## src/hdl/ipfc_pkg.sv

```systemverilog
`default_nettype none
// ----------------------------------------------------------------------------
// ipfc_pkg
// Shared types and constants of the incremental PI force controller.
// ----------------------------------------------------------------------------
package ipfc_pkg;

    localparam int DEF_DATA_WIDTH    = 32;
    localparam int DEF_FRACTION_BITS = 16;

    localparam int GAIN_W    = 32;
    localparam int DT_W      = 16;
    localparam int CFG_IDX_W = 4;

    localparam logic [CFG_IDX_W-1:0] CFG_KP = CFG_IDX_W'(0);
    localparam logic [CFG_IDX_W-1:0] CFG_KI = CFG_IDX_W'(1);

    localparam logic [GAIN_W-1:0] KP_RESET = GAIN_W'(24248320);
    localparam logic [GAIN_W-1:0] KI_RESET = GAIN_W'(229376);

    localparam int SUM_W     = 66;
    localparam int T_W       = 64;
    localparam int CAP_SHIFT = 62;
    localparam int HI_SHIFT  = 64;

    typedef enum logic [3:0] {
        ST_IDLE,
        ST_ERR,
        ST_DIFF,
        ST_MUL_P,
        ST_ADD_P,
        ST_MUL_I,
        ST_MUL_T,
        ST_ADD_I,
        ST_FIN
    } t_state;

    typedef struct packed {
        logic en;
        logic clear;
    } t_mac_ctl;

endpackage
`default_nettype wire

```

## src/hdl/ipfc_mac.sv

```systemverilog
`default_nettype none
// ----------------------------------------------------------------------------
// ipfc_mac
// Shared multiply-accumulate unit: acc = (acc << 16) + a * digit per enabled step, or a * digit on clear.
// ----------------------------------------------------------------------------
module ipfc_mac import ipfc_pkg::*; #(
    parameter int A_W = GAIN_W + DEF_DATA_WIDTH
) (
    input  wire logic                 i_clk,
    input  wire t_mac_ctl             i_ctl,
    input  wire logic [A_W-1:0]       i_a,
    input  wire logic [DT_W-1:0]      i_digit,
    output logic      [A_W+DT_W-1:0]  o_acc
);

    localparam int ACC_W = A_W + DT_W;

    logic [ACC_W-1:0] r_acc;
    logic [ACC_W-1:0] n_acc;
    logic [ACC_W-1:0] w_prod;
    logic [ACC_W-1:0] w_base;

    assign w_prod = i_a * i_digit;
    assign w_base = i_ctl.clear ? '0 : (r_acc << DT_W);
    assign n_acc  = w_base + w_prod;

    always_ff @(posedge i_clk) begin
        if (i_ctl.en) begin
            r_acc <= n_acc;
        end
    end

    assign o_acc = r_acc;

endmodule
`default_nettype wire

```

## src/hdl/ipfc_div.sv

```systemverilog
`default_nettype none
// ----------------------------------------------------------------------------
// ipfc_div
// Restoring divider, one quotient bit per cycle, for (num << F) / den.
// ----------------------------------------------------------------------------
module ipfc_div import ipfc_pkg::*; #(
    parameter int DATA_WIDTH    = DEF_DATA_WIDTH,
    parameter int FRACTION_BITS = DEF_FRACTION_BITS
) (
    input  wire logic                                  i_clk,
    input  wire logic                                  i_rst_n,
    input  wire logic                                  i_start,
    input  wire logic [DATA_WIDTH:0]                   i_num,
    input  wire logic [DATA_WIDTH-1:0]                 i_den,
    output logic                                       o_busy,
    output logic      [DATA_WIDTH+FRACTION_BITS:0]     o_quo
);

    localparam int NB    = DATA_WIDTH + FRACTION_BITS + 1;
    localparam int CNT_W = $clog2(NB + 1);

    logic                  r_busy;
    logic [CNT_W-1:0]      r_cnt;
    logic [DATA_WIDTH-1:0] r_rem;
    logic [DATA_WIDTH-1:0] r_den;
    logic [NB-1:0]         r_quo;

    logic [DATA_WIDTH:0]   w_r2;
    logic [DATA_WIDTH+1:0] w_sub;
    logic                  w_take;

    assign w_r2   = {r_rem, r_quo[NB-1]};
    assign w_sub  = {1'b0, w_r2} - {2'b00, r_den};
    assign w_take = ~w_sub[DATA_WIDTH+1];

    always_ff @(posedge i_clk) begin
        if (!i_rst_n) begin
            r_busy <= 1'b0;
            r_cnt  <= '0;
        end else if (i_start) begin
            r_busy <= 1'b1;
            r_cnt  <= CNT_W'(NB);
        end else if (r_busy) begin
            r_cnt <= r_cnt - CNT_W'(1);
            if (r_cnt == CNT_W'(1)) begin
                r_busy <= 1'b0;
            end
        end
    end

    always_ff @(posedge i_clk) begin
        if (i_start) begin
            r_rem <= '0;
            r_den <= i_den;
            r_quo <= {i_num, {FRACTION_BITS{1'b0}}};
        end else if (r_busy) begin
            r_rem <= w_take ? w_sub[DATA_WIDTH-1:0] : w_r2[DATA_WIDTH-1:0];
            r_quo <= {r_quo[NB-2:0], w_take};
        end
    end

    assign o_busy = r_busy;
    assign o_quo  = r_quo;

endmodule
`default_nettype wire

```

## src/hdl/incremental_pi_force_controller_core.sv

```systemverilog
`default_nettype none
// ----------------------------------------------------------------------------
// incremental_pi_force_controller_core
// Velocity-form PI force controller with relative position error output.
// ----------------------------------------------------------------------------
// Channel   Direction  Beat contents
// s         in         tdata: position_measured, position_target,
//                      force_measured, force_target, time_step; tuser: restart
// m         out        tdata: position_command, force_command,
//                      velocity_command, relative_position_error;
//                      tuser: divide_by_zero
// cfg       in         index 0 proportional_gain, index 1 integral_gain
//
// A beat is accepted only while the sequence is idle, and the sequence ends
// once the divider, which retires one quotient bit per cycle, is done and the
// output register is free. The shared multiplier finishes well before the divider.
// Reset clears the gate, the accumulator and the stored error, and it loads
// the default gains.
// A result waiting on the m side does not block acceptance of the next beat.
// ----------------------------------------------------------------------------
module incremental_pi_force_controller_core import ipfc_pkg::*; #(
    parameter int DATA_WIDTH    = DEF_DATA_WIDTH,
    parameter int FRACTION_BITS = DEF_FRACTION_BITS,
    localparam int IN_TD_W  = ((4 * DATA_WIDTH + DT_W + 7) / 8) * 8,
    localparam int OUT_TD_W = ((4 * DATA_WIDTH + 7) / 8) * 8
) (
    input  wire logic                 i_clk,
    input  wire logic                 i_rst_n,
    input  wire logic                 i_s_tvalid,
    output logic                      o_s_tready,
    // position_measured, position_target, force_measured, force_target, time_step
    input  wire logic [IN_TD_W-1:0]   i_s_tdata,
    // restart
    input  wire logic [0:0]           i_s_tuser,
    output logic                      o_m_tvalid,
    input  wire logic                 i_m_tready,
    // position_command, force_command, velocity_command, relative_position_error
    output logic      [OUT_TD_W-1:0]  o_m_tdata,
    // divide_by_zero
    output logic      [0:0]           o_m_tuser,
    input  wire logic                 i_cfg_valid,
    output logic                      o_cfg_ready,
    input  wire logic [CFG_IDX_W-1:0] i_cfg_index,
    input  wire logic [GAIN_W-1:0]    i_cfg_data
);

    localparam int W     = DATA_WIDTH;
    localparam int F     = FRACTION_BITS;
    localparam int A_W   = GAIN_W + W;
    localparam int ACC_W = A_W + DT_W;
    localparam int NB    = W + F + 1;
    localparam int NDIG  = (W + 1 + DT_W - 1) / DT_W;
    localparam int MOP_W = NDIG * DT_W;
    localparam int CNT_W = $clog2(NDIG);

    localparam logic signed [SUM_W-1:0] L_VMAX =
        $signed((SUM_W'(1) << (W - 1)) - SUM_W'(1));
    localparam logic signed [SUM_W-1:0] L_VMIN = -L_VMAX - SUM_W'(1);
    localparam logic [W-1:0] VMAX = L_VMAX[W-1:0];
    localparam logic [W-1:0] VMIN = L_VMIN[W-1:0];

    function automatic logic signed [W-1:0] f_sat(input logic signed [SUM_W-1:0] x);
        logic [W-1:0] y;
        if (x > L_VMAX) begin
            y = VMAX;
        end else if (x < L_VMIN) begin
            y = VMIN;
        end else begin
            y = x[W-1:0];
        end
        return $signed(y);
    endfunction

    function automatic logic signed [T_W-1:0] f_scale(input logic [ACC_W-1:0] m,
                                                      input int unsigned s,
                                                      input logic neg);
        logic [ACC_W-1:0] q;
        logic [ACC_W-1:0] cap_v;
        logic             rem;
        logic             hi_nz;
        cap_v = ACC_W'(1) << CAP_SHIFT;
        hi_nz = (m >> (HI_SHIFT + s)) != '0;
        q     = m >> s;
        rem   = (m & ((ACC_W'(1) << s) - ACC_W'(1))) != '0;
        if (hi_nz) begin
            q   = cap_v;
            rem = 1'b0;
        end else if (q > cap_v) begin
            q = cap_v;
        end
        if (neg) begin
            return -$signed(q[T_W-1:0] + T_W'(rem));
        end
        return $signed(q[T_W-1:0]);
    endfunction

    t_state r_state;
    t_state n_state;

    logic [GAIN_W-1:0] r_kp;
    logic [GAIN_W-1:0] r_ki;

    logic                  r_gate;
    logic signed [W-1:0]   r_vacc;
    logic signed [W-1:0]   r_prev;
    logic signed [W-1:0]   r_vtmp;
    logic signed [W-1:0]   r_e;
    logic                  r_eneg;
    logic                  r_dneg;
    logic signed [W-1:0]   r_pos;
    logic signed [W-1:0]   r_pos_t;
    logic signed [W-1:0]   r_frc;
    logic signed [W-1:0]   r_fcmd;
    logic [DT_W-1:0]       r_dt;
    logic [MOP_W-1:0]      r_mop;
    logic [CNT_W-1:0]      r_cnt;
    logic                  r_dz;
    logic                  r_qneg;
    logic                  r_diff_neg;
    logic                  r_diff_zero;

    logic                  r_out_valid;
    logic [W-1:0]          r_o_pos;
    logic [W-1:0]          r_o_frc;
    logic [W-1:0]          r_o_vel;
    logic [W-1:0]          r_o_rel;
    logic                  r_o_dz;

    t_mac_ctl              w_mac_ctl;
    logic [A_W-1:0]        w_mac_a;
    logic [DT_W-1:0]       w_mac_digit;
    logic [ACC_W-1:0]      w_acc;

    logic                  w_div_start;
    logic                  w_div_busy;
    logic [NB-1:0]         w_quo;

    logic                  w_in_acc;
    logic                  w_load_out;
    logic                  w_gate;
    logic signed [W-1:0]   w_e;
    logic signed [W:0]     w_d;
    logic [W:0]            w_dmag;
    logic [W-1:0]          w_emag;
    logic signed [W:0]     w_pdiff;
    logic [W:0]            w_pdiff_mag;
    logic [W-1:0]          w_pos_t_mag;
    logic signed [T_W-1:0] w_t1;
    logic signed [T_W-1:0] w_t2;
    logic                  w_qovf;
    logic [W-1:0]          w_rel;

    assign o_cfg_ready = 1'b1;
    assign o_s_tready  = (r_state == ST_IDLE);
    assign w_in_acc    = i_s_tvalid && o_s_tready;
    assign w_gate      = r_gate | i_s_tuser[0];

    always_ff @(posedge i_clk) begin
        if (!i_rst_n) begin
            r_kp <= KP_RESET;
            r_ki <= KI_RESET;
        end else if (i_cfg_valid && o_cfg_ready) begin
            if (i_cfg_index == CFG_KP) begin
                r_kp <= i_cfg_data;
            end else if (i_cfg_index == CFG_KI) begin
                r_ki <= i_cfg_data;
            end
        end
    end

    always_comb begin
        n_state     = r_state;
        w_mac_ctl   = '0;
        w_div_start = 1'b0;
        w_load_out  = 1'b0;
        unique case (r_state)
            ST_IDLE: begin
                if (w_in_acc) begin
                    n_state = ST_ERR;
                end
            end
            ST_ERR: begin
                w_div_start = 1'b1;
                n_state     = ST_DIFF;
            end
            ST_DIFF: begin
                n_state = ST_MUL_P;
            end
            ST_MUL_P: begin
                w_mac_ctl.en    = 1'b1;
                w_mac_ctl.clear = (r_cnt == CNT_W'(NDIG - 1));
                if (r_cnt == '0) begin
                    n_state = ST_ADD_P;
                end
            end
            ST_ADD_P: begin
                n_state = ST_MUL_I;
            end
            ST_MUL_I: begin
                w_mac_ctl.en    = 1'b1;
                w_mac_ctl.clear = (r_cnt == CNT_W'(NDIG - 1));
                if (r_cnt == '0) begin
                    n_state = ST_MUL_T;
                end
            end
            ST_MUL_T: begin
                w_mac_ctl.en    = 1'b1;
                w_mac_ctl.clear = 1'b1;
                n_state         = ST_ADD_I;
            end
            ST_ADD_I: begin
                n_state = ST_FIN;
            end
            ST_FIN: begin
                if (!w_div_busy && (!r_out_valid || i_m_tready)) begin
                    w_load_out = 1'b1;
                    n_state    = ST_IDLE;
                end
            end
            default: begin
                n_state = ST_IDLE;
            end
        endcase
    end

    always_ff @(posedge i_clk) begin
        if (!i_rst_n) begin
            r_state <= ST_IDLE;
        end else begin
            r_state <= n_state;
        end
    end

    assign w_e     = f_sat(SUM_W'(r_fcmd) - SUM_W'(r_frc));
    assign w_d     = (W+1)'(r_e) - (W+1)'(r_prev);
    assign w_dmag  = w_d[W] ? (W+1)'(-w_d) : (W+1)'(w_d);
    assign w_emag  = r_e[W-1] ? W'(-r_e) : W'(r_e);
    assign w_pdiff = (W+1)'(r_pos) - (W+1)'(r_pos_t);
    assign w_pdiff_mag = w_pdiff[W] ? (W+1)'(-w_pdiff) : (W+1)'(w_pdiff);
    assign w_pos_t_mag = r_pos_t[W-1] ? W'(-r_pos_t) : W'(r_pos_t);

    assign w_t1 = f_scale(w_acc, F, r_dneg);
    assign w_t2 = f_scale(w_acc, 2 * F, r_eneg);

    always_ff @(posedge i_clk) begin
        if (!i_rst_n) begin
            r_gate <= 1'b0;
            r_vacc <= '0;
            r_prev <= '0;
        end else begin
            if (w_in_acc) begin
                r_gate <= w_gate;
            end
            if (r_state == ST_DIFF) begin
                r_prev <= r_e;
            end
            if (r_state == ST_ADD_I) begin
                r_vacc <= f_sat(SUM_W'(r_vtmp) + SUM_W'(w_t2));
            end
        end
    end

    always_ff @(posedge i_clk) begin
        if (w_in_acc) begin
            r_pos   <= $signed(i_s_tdata[W-1:0]);
            r_pos_t <= $signed(i_s_tdata[2*W-1:W]);
            r_frc   <= $signed(i_s_tdata[3*W-1:2*W]);
            r_fcmd  <= w_gate ? $signed(i_s_tdata[4*W-1:3*W]) : '0;
            r_dt    <= i_s_tdata[4*W+DT_W-1:4*W];
        end
        if (r_state == ST_ERR) begin
            r_e         <= w_e;
            r_dz        <= (r_pos_t == '0);
            r_qneg      <= w_pdiff[W] ^ r_pos_t[W-1];
            r_diff_neg  <= w_pdiff[W];
            r_diff_zero <= (w_pdiff == '0);
        end
        if (r_state == ST_DIFF) begin
            r_dneg <= w_d[W];
            r_eneg <= r_e[W-1];
            r_mop  <= MOP_W'(w_dmag);
            r_cnt  <= CNT_W'(NDIG - 1);
        end
        if (r_state == ST_MUL_P || r_state == ST_MUL_I) begin
            r_mop <= r_mop << DT_W;
            r_cnt <= r_cnt - CNT_W'(1);
        end
        if (r_state == ST_ADD_P) begin
            r_vtmp <= f_sat(SUM_W'(r_vacc) + SUM_W'(w_t1));
            r_mop  <= MOP_W'(w_emag);
            r_cnt  <= CNT_W'(NDIG - 1);
        end
    end

    always_comb begin
        unique case (r_state)
            ST_MUL_P: w_mac_a = A_W'(r_kp);
            ST_MUL_I: w_mac_a = A_W'(r_ki);
            default:  w_mac_a = w_acc[A_W-1:0];
        endcase
    end

    assign w_mac_digit = (r_state == ST_MUL_T) ? r_dt : r_mop[MOP_W-1 -: DT_W];

    ipfc_mac #(
        .A_W (A_W)
    ) u_mac (
        .i_clk   (i_clk),
        .i_ctl   (w_mac_ctl),
        .i_a     (w_mac_a),
        .i_digit (w_mac_digit),
        .o_acc   (w_acc)
    );

    ipfc_div #(
        .DATA_WIDTH    (W),
        .FRACTION_BITS (F)
    ) u_div (
        .i_clk   (i_clk),
        .i_rst_n (i_rst_n),
        .i_start (w_div_start),
        .i_num   (w_pdiff_mag),
        .i_den   (w_pos_t_mag),
        .o_busy  (w_div_busy),
        .o_quo   (w_quo)
    );

    assign w_qovf = |w_quo[NB-1:W-1];

    always_comb begin
        if (r_dz) begin
            w_rel = r_diff_zero ? '0 : (r_diff_neg ? VMIN : VMAX);
        end else if (r_qneg) begin
            w_rel = w_qovf ? VMIN : W'(-w_quo[W-1:0]);
        end else begin
            w_rel = w_qovf ? VMAX : w_quo[W-1:0];
        end
    end

    always_ff @(posedge i_clk) begin
        if (!i_rst_n) begin
            r_out_valid <= 1'b0;
        end else if (w_load_out) begin
            r_out_valid <= 1'b1;
        end else if (i_m_tready) begin
            r_out_valid <= 1'b0;
        end
    end

    always_ff @(posedge i_clk) begin
        if (w_load_out) begin
            r_o_pos <= r_pos_t;
            r_o_frc <= r_fcmd;
            r_o_vel <= r_vacc;
            r_o_rel <= w_rel;
            r_o_dz  <= r_dz;
        end
    end

    assign o_m_tvalid = r_out_valid;
    assign o_m_tdata  = OUT_TD_W'({r_o_rel, r_o_vel, r_o_frc, r_o_pos});
    assign o_m_tuser  = r_o_dz;

    a_idle_div_free: assert property (@(posedge i_clk) disable iff (!i_rst_n)
        (r_state == ST_IDLE) |-> !w_div_busy)
        else $error("divider still busy while the block takes a new beat");

    a_gate_sticky: assert property (@(posedge i_clk) disable iff (!i_rst_n)
        r_gate |=> r_gate)
        else $error("force gate dropped without reset");

    a_accept_starts: assert property (@(posedge i_clk) disable iff (!i_rst_n)
        (i_s_tvalid && o_s_tready) |=> (r_state == ST_ERR))
        else $error("accepted beat did not start the sequence");

    a_load_free: assert property (@(posedge i_clk) disable iff (!i_rst_n)
        w_load_out |-> (!r_out_valid || i_m_tready))
        else $error("result overwritten before it was taken");

endmodule
`default_nettype wire
```

## config.mk

```make
export PLATFORM = sky130hd
export DESIGN_NAME = incremental_pi_force_controller_core
export DESIGN_NICKNAME = d
export VERILOG_FILES = /design/src/hdl/ipfc_pkg.sv /design/src/hdl/ipfc_mac.sv /design/src/hdl/ipfc_div.sv /design/src/hdl/incremental_pi_force_controller_core.sv
export SDC_FILE = /design/constraint.sdc
export NUM_CORES = 2
export LEC_CHECK = 0
export BUFFER_PORTS_ARGS = -buffer_cell sky130_fd_sc_hd__buf_4
export CAP_MARGIN = 40
export CORE_ASPECT_RATIO = 1.25
export CORE_MARGIN = 2
export CORE_UTILIZATION = 56
export DETAILED_ROUTE_END_ITERATION = 6
export PLACE_DENSITY = 0.73
export SLEW_MARGIN = 10
export SYNTH_ARGS = -nofsm -noshare
export SYNTH_HDL_FRONTEND = slang
export SYNTH_HIERARCHICAL = 1
export SYNTH_SLANG_ARGS = --single-unit
```

## constraint.sdc

```tcl
create_clock -name i_clk -period 21.4 [get_ports i_clk]
set_input_delay 4.28 -clock i_clk [delete_from_list [all_inputs] [get_ports i_clk]]
set_output_delay 4.28 -clock i_clk [all_outputs]
set_load 0.02 [all_outputs]
```

==> impl_metrics.ini <==
[yosys]
syn-cell-area_um2 = 87900
async_flop_share_pct = 0
synth-seq-cells = 727
ys_seq_area_share_pct = 22.5
synth_cells = 10300
yosysWarningCount = 6
avgSynthCellArea_um2 = 8.57
synth_edf_count = 520
synth_fp_nets = 11900
ys_types = 103
synth-main-ff-cell = edfxtp_1

[setup_path]
endpoint_kind = register
r2r_slack_ns = 11.10
cp-start-kind = register
slowest_delay_ns = 0.69
reg2reg_from = u_mac/o_acc[79]
critPathBufInv = 3
ff2ff_path_depth = 33
cpMostUsedCell = a21oi_1
worst_ep_required_time_ns = 21.83
path_class = register to register
r2r_end = r_vtmp[8]
cp_max_fo = 35
slowest_stage = nor3_1
critPathTopFamily = compound AO/OA/AOI/OAI gates
arrival_ns = 10.73

[grt]
grt_max_degree = 88
overflow = 0
grt_pass1_wl_um = 430000
grt_pass1_vias = 77200
antenna_found_initial = 18
track_usage_pct = 34.6

[flow_run]
cap_viol_max_count = 0

[detailed_routing]
drtIter0Drc = 5902
drc = 0
viasPerCell = 6.08
vias = 75400
firstDrtPassIters = 7
routed_wl_um = 279000
wire_per_inst_um = 22.5
ant_nets = 0

[clock_network]
cts_root_buffer = clkbuf_16
cts_buffers = 82
hold_buffers = 0
cts.repair.resized = 0
clock_path_buffers = 3
postCtsSetupBuffers = 0
clk_pin_slew_ns = 0.06
clk_latency_ns = 0.73
htreeDepth = 3
clock_sinks = 727
cts_tree = done

[min_path]
holdPathStages = 0
worstHoldStart = r_fcmd[28]
holdPathEnd = r_o_frc[28]
min_path_type = register to register

[timing]
tns_ns = 0
min_period_ns = 10.30
tightest_slew_ns = 0.981
setup_viol = 0
clock_skew_ns = 0.0541
max-slew-margin-rel_pct = 34.6
finalHoldViolations = 0
rsz0062_at_grt = false
min_period_over_period_pct = 48.2
finalMaxSlewViolations = 0
fmax_ghz = 0.0970

[cells_and_area]
layout_common_cells = 1,501 x nand2_1, 1,493 x inv_1, 935 x fa_1
fillers = 13400
multiInputGateArea_um2 = 60700
drive_above_1_share_pct = 6.92
synthToLayoutAreaGrowth_pct = 8.10
fin_nets = 12000
mostFrequentLayoutCell = nand2_1
ff_latch_area_um2 = 19800

[floorplanning]
dieHeight_um = 447
die_area_um2 = 160000
start_util_pct = 56.4
ios = 318
dieWidth_um = 358
rows = 162
coreArea_um2 = 156000

[place]
gp_congestion = 1.01
detailed_place_hpwl_um = 216000
port_buffers = 316

[run_status]
status = complete, no violations
-- routing by layer --
metal,global-route usage [%],routed length [µm]
met1,40.6,103000
met2,58.5,134000
met3,5.84,21200
met4,22.6,21000
met5,0,17
-- worst register-to-register path: cells and delay by family (launching register included) --
kind / cells / cell delay (ns)
DFF: 1 / 0.58
buffers and inverters: 3 / 1.25
adders and majority gates: 3 / 1.27
xor gates and xnor gates: 1 / 0.15
AOI/OAI and AO/OA: 17 / 4.04
and+or+nand+nor: 9 / 2.73
-- cell usage after synthesis, types with 29 or more instances --
cell,n,area [µm²]
nand2_1,1501,5630
inv_1,1494,5610
fa_1,935,18700
ha_1,561,7020
a21oi_1,552,2760
edfxtp_1,520,15600
o21ai_0,500,2500
nor2_1,465,1750
clkbuf_1,448,1680
and2_1,378,2360
xnor2_1,300,2630
dfxtp_1,207,4140
a21o_1,196,1470
xor2_1,180,1580
nand2b_1,134,838
nor3_1,122,611
nand3_1,120,601
nand4_1,115,719
a21boi_0,108,811
nor2b_1,96,601
o21bai_1,79,593
a31oi_1,75,469
or3_1,74,463
a211oi_1,67,503
nor4_1,64,400
o21a_1,62,465
o31ai_1,58,435
o22ai_1,56,350
and3_1,55,344
o211ai_1,55,413
mux2i_1,50,500
a22o_1,48,420
a22oi_1,42,315
a311oi_1,36,315
or2_2,33,206
buf_2,31,155
o21ai_1,29,145
-- how the worst max path moves through the flow --
stage	from	end	slack, ns	depth (start not counted)
finish	u_mac/o_acc[79]	r_vtmp[8]	11.10	33
floorplan	i_m_tready	o_m_tuser	7.50	2
global placement	u_mac/o_acc[79]	r_vtmp[3]	11.57	33
global route	u_mac/o_acc[79]	r_vtmp[11]	10.50	32
detailed placement	u_mac/o_acc[79]	r_vtmp[17]	11.48	32
CTS	u_mac/o_acc[79]	r_vtmp[29]	11.38	32
-- final cells by class --
type | instances | area share, %
multi-input combinational | 7532 | 63.9
timing repair buffer | 430 | 3.74
sequential | 727 | 20.8
clock buffer | 108 | 2.42
clock inverter | 46 | 0.537
antenna | 10 | 0.0263
tap | 2050 | 2.70
inverter | 1497 | 5.91
-- metrics by stage --
stage | hold slack (ns) | worst slack (ns) | instance area [µm²] | utilization, % | std cells
after detailed placement | 0.442 | 11.48 | 92100 | 59.1 | 12200
after global placement | 0.439 | 11.57 | 91600 | 58.8 | 12200
after global routing | 0.478 | 10.50 | 95000 | 61.0 | 12400
final | 0.464 | 11.10 | 95000 | 61.0 | 12400
after CTS | 0.460 | 11.38 | 95000 | 60.9 | 12400
after floorplan | 0.426 | 7.50 | 87900 | - | 10300
-- kinds of logic (layout without fill, tap and decap cells) --
logic type / count (synthesis) / count (layout) / synth area share, %
simple gates: 3251 / 3251 / 17.4
compound gates: 2225 / 2225 / 16.5
buf+inv: 2001 / 2081 / 8.64
flops: 727 / 727 / 22.5
xor+xnor: 480 / 480 / 4.78
mux: 72 / 72 / 0.851
fa+ha+maj: 1503 / 1503 / 29.4
other cells: 1 / 11 / 0.00427
-- sequential cells by signal (all words and copies together) (netlist names), 2 cells and up --
name and count:
u_mac/o_acc 80, u_div/o_quo 49, r_mop 48, r_e 32, r_fcmd 32, r_frc 32
r_ki 32, r_kp 32, r_o_frc 32, r_o_pos 32, r_o_rel 32, r_o_vel 32
r_pos 32, r_pos_t 32, r_prev 32, r_vacc 32, r_vtmp 32, u_div/r_den 32
u_div/r_rem 32, r_dt 16, u_div/r_cnt 6, r_state 4, r_cnt 2
Power is left out: the tool's default activity adds up to more than one toggle a clock period on the data nets, which glitch-free logic cannot reach.
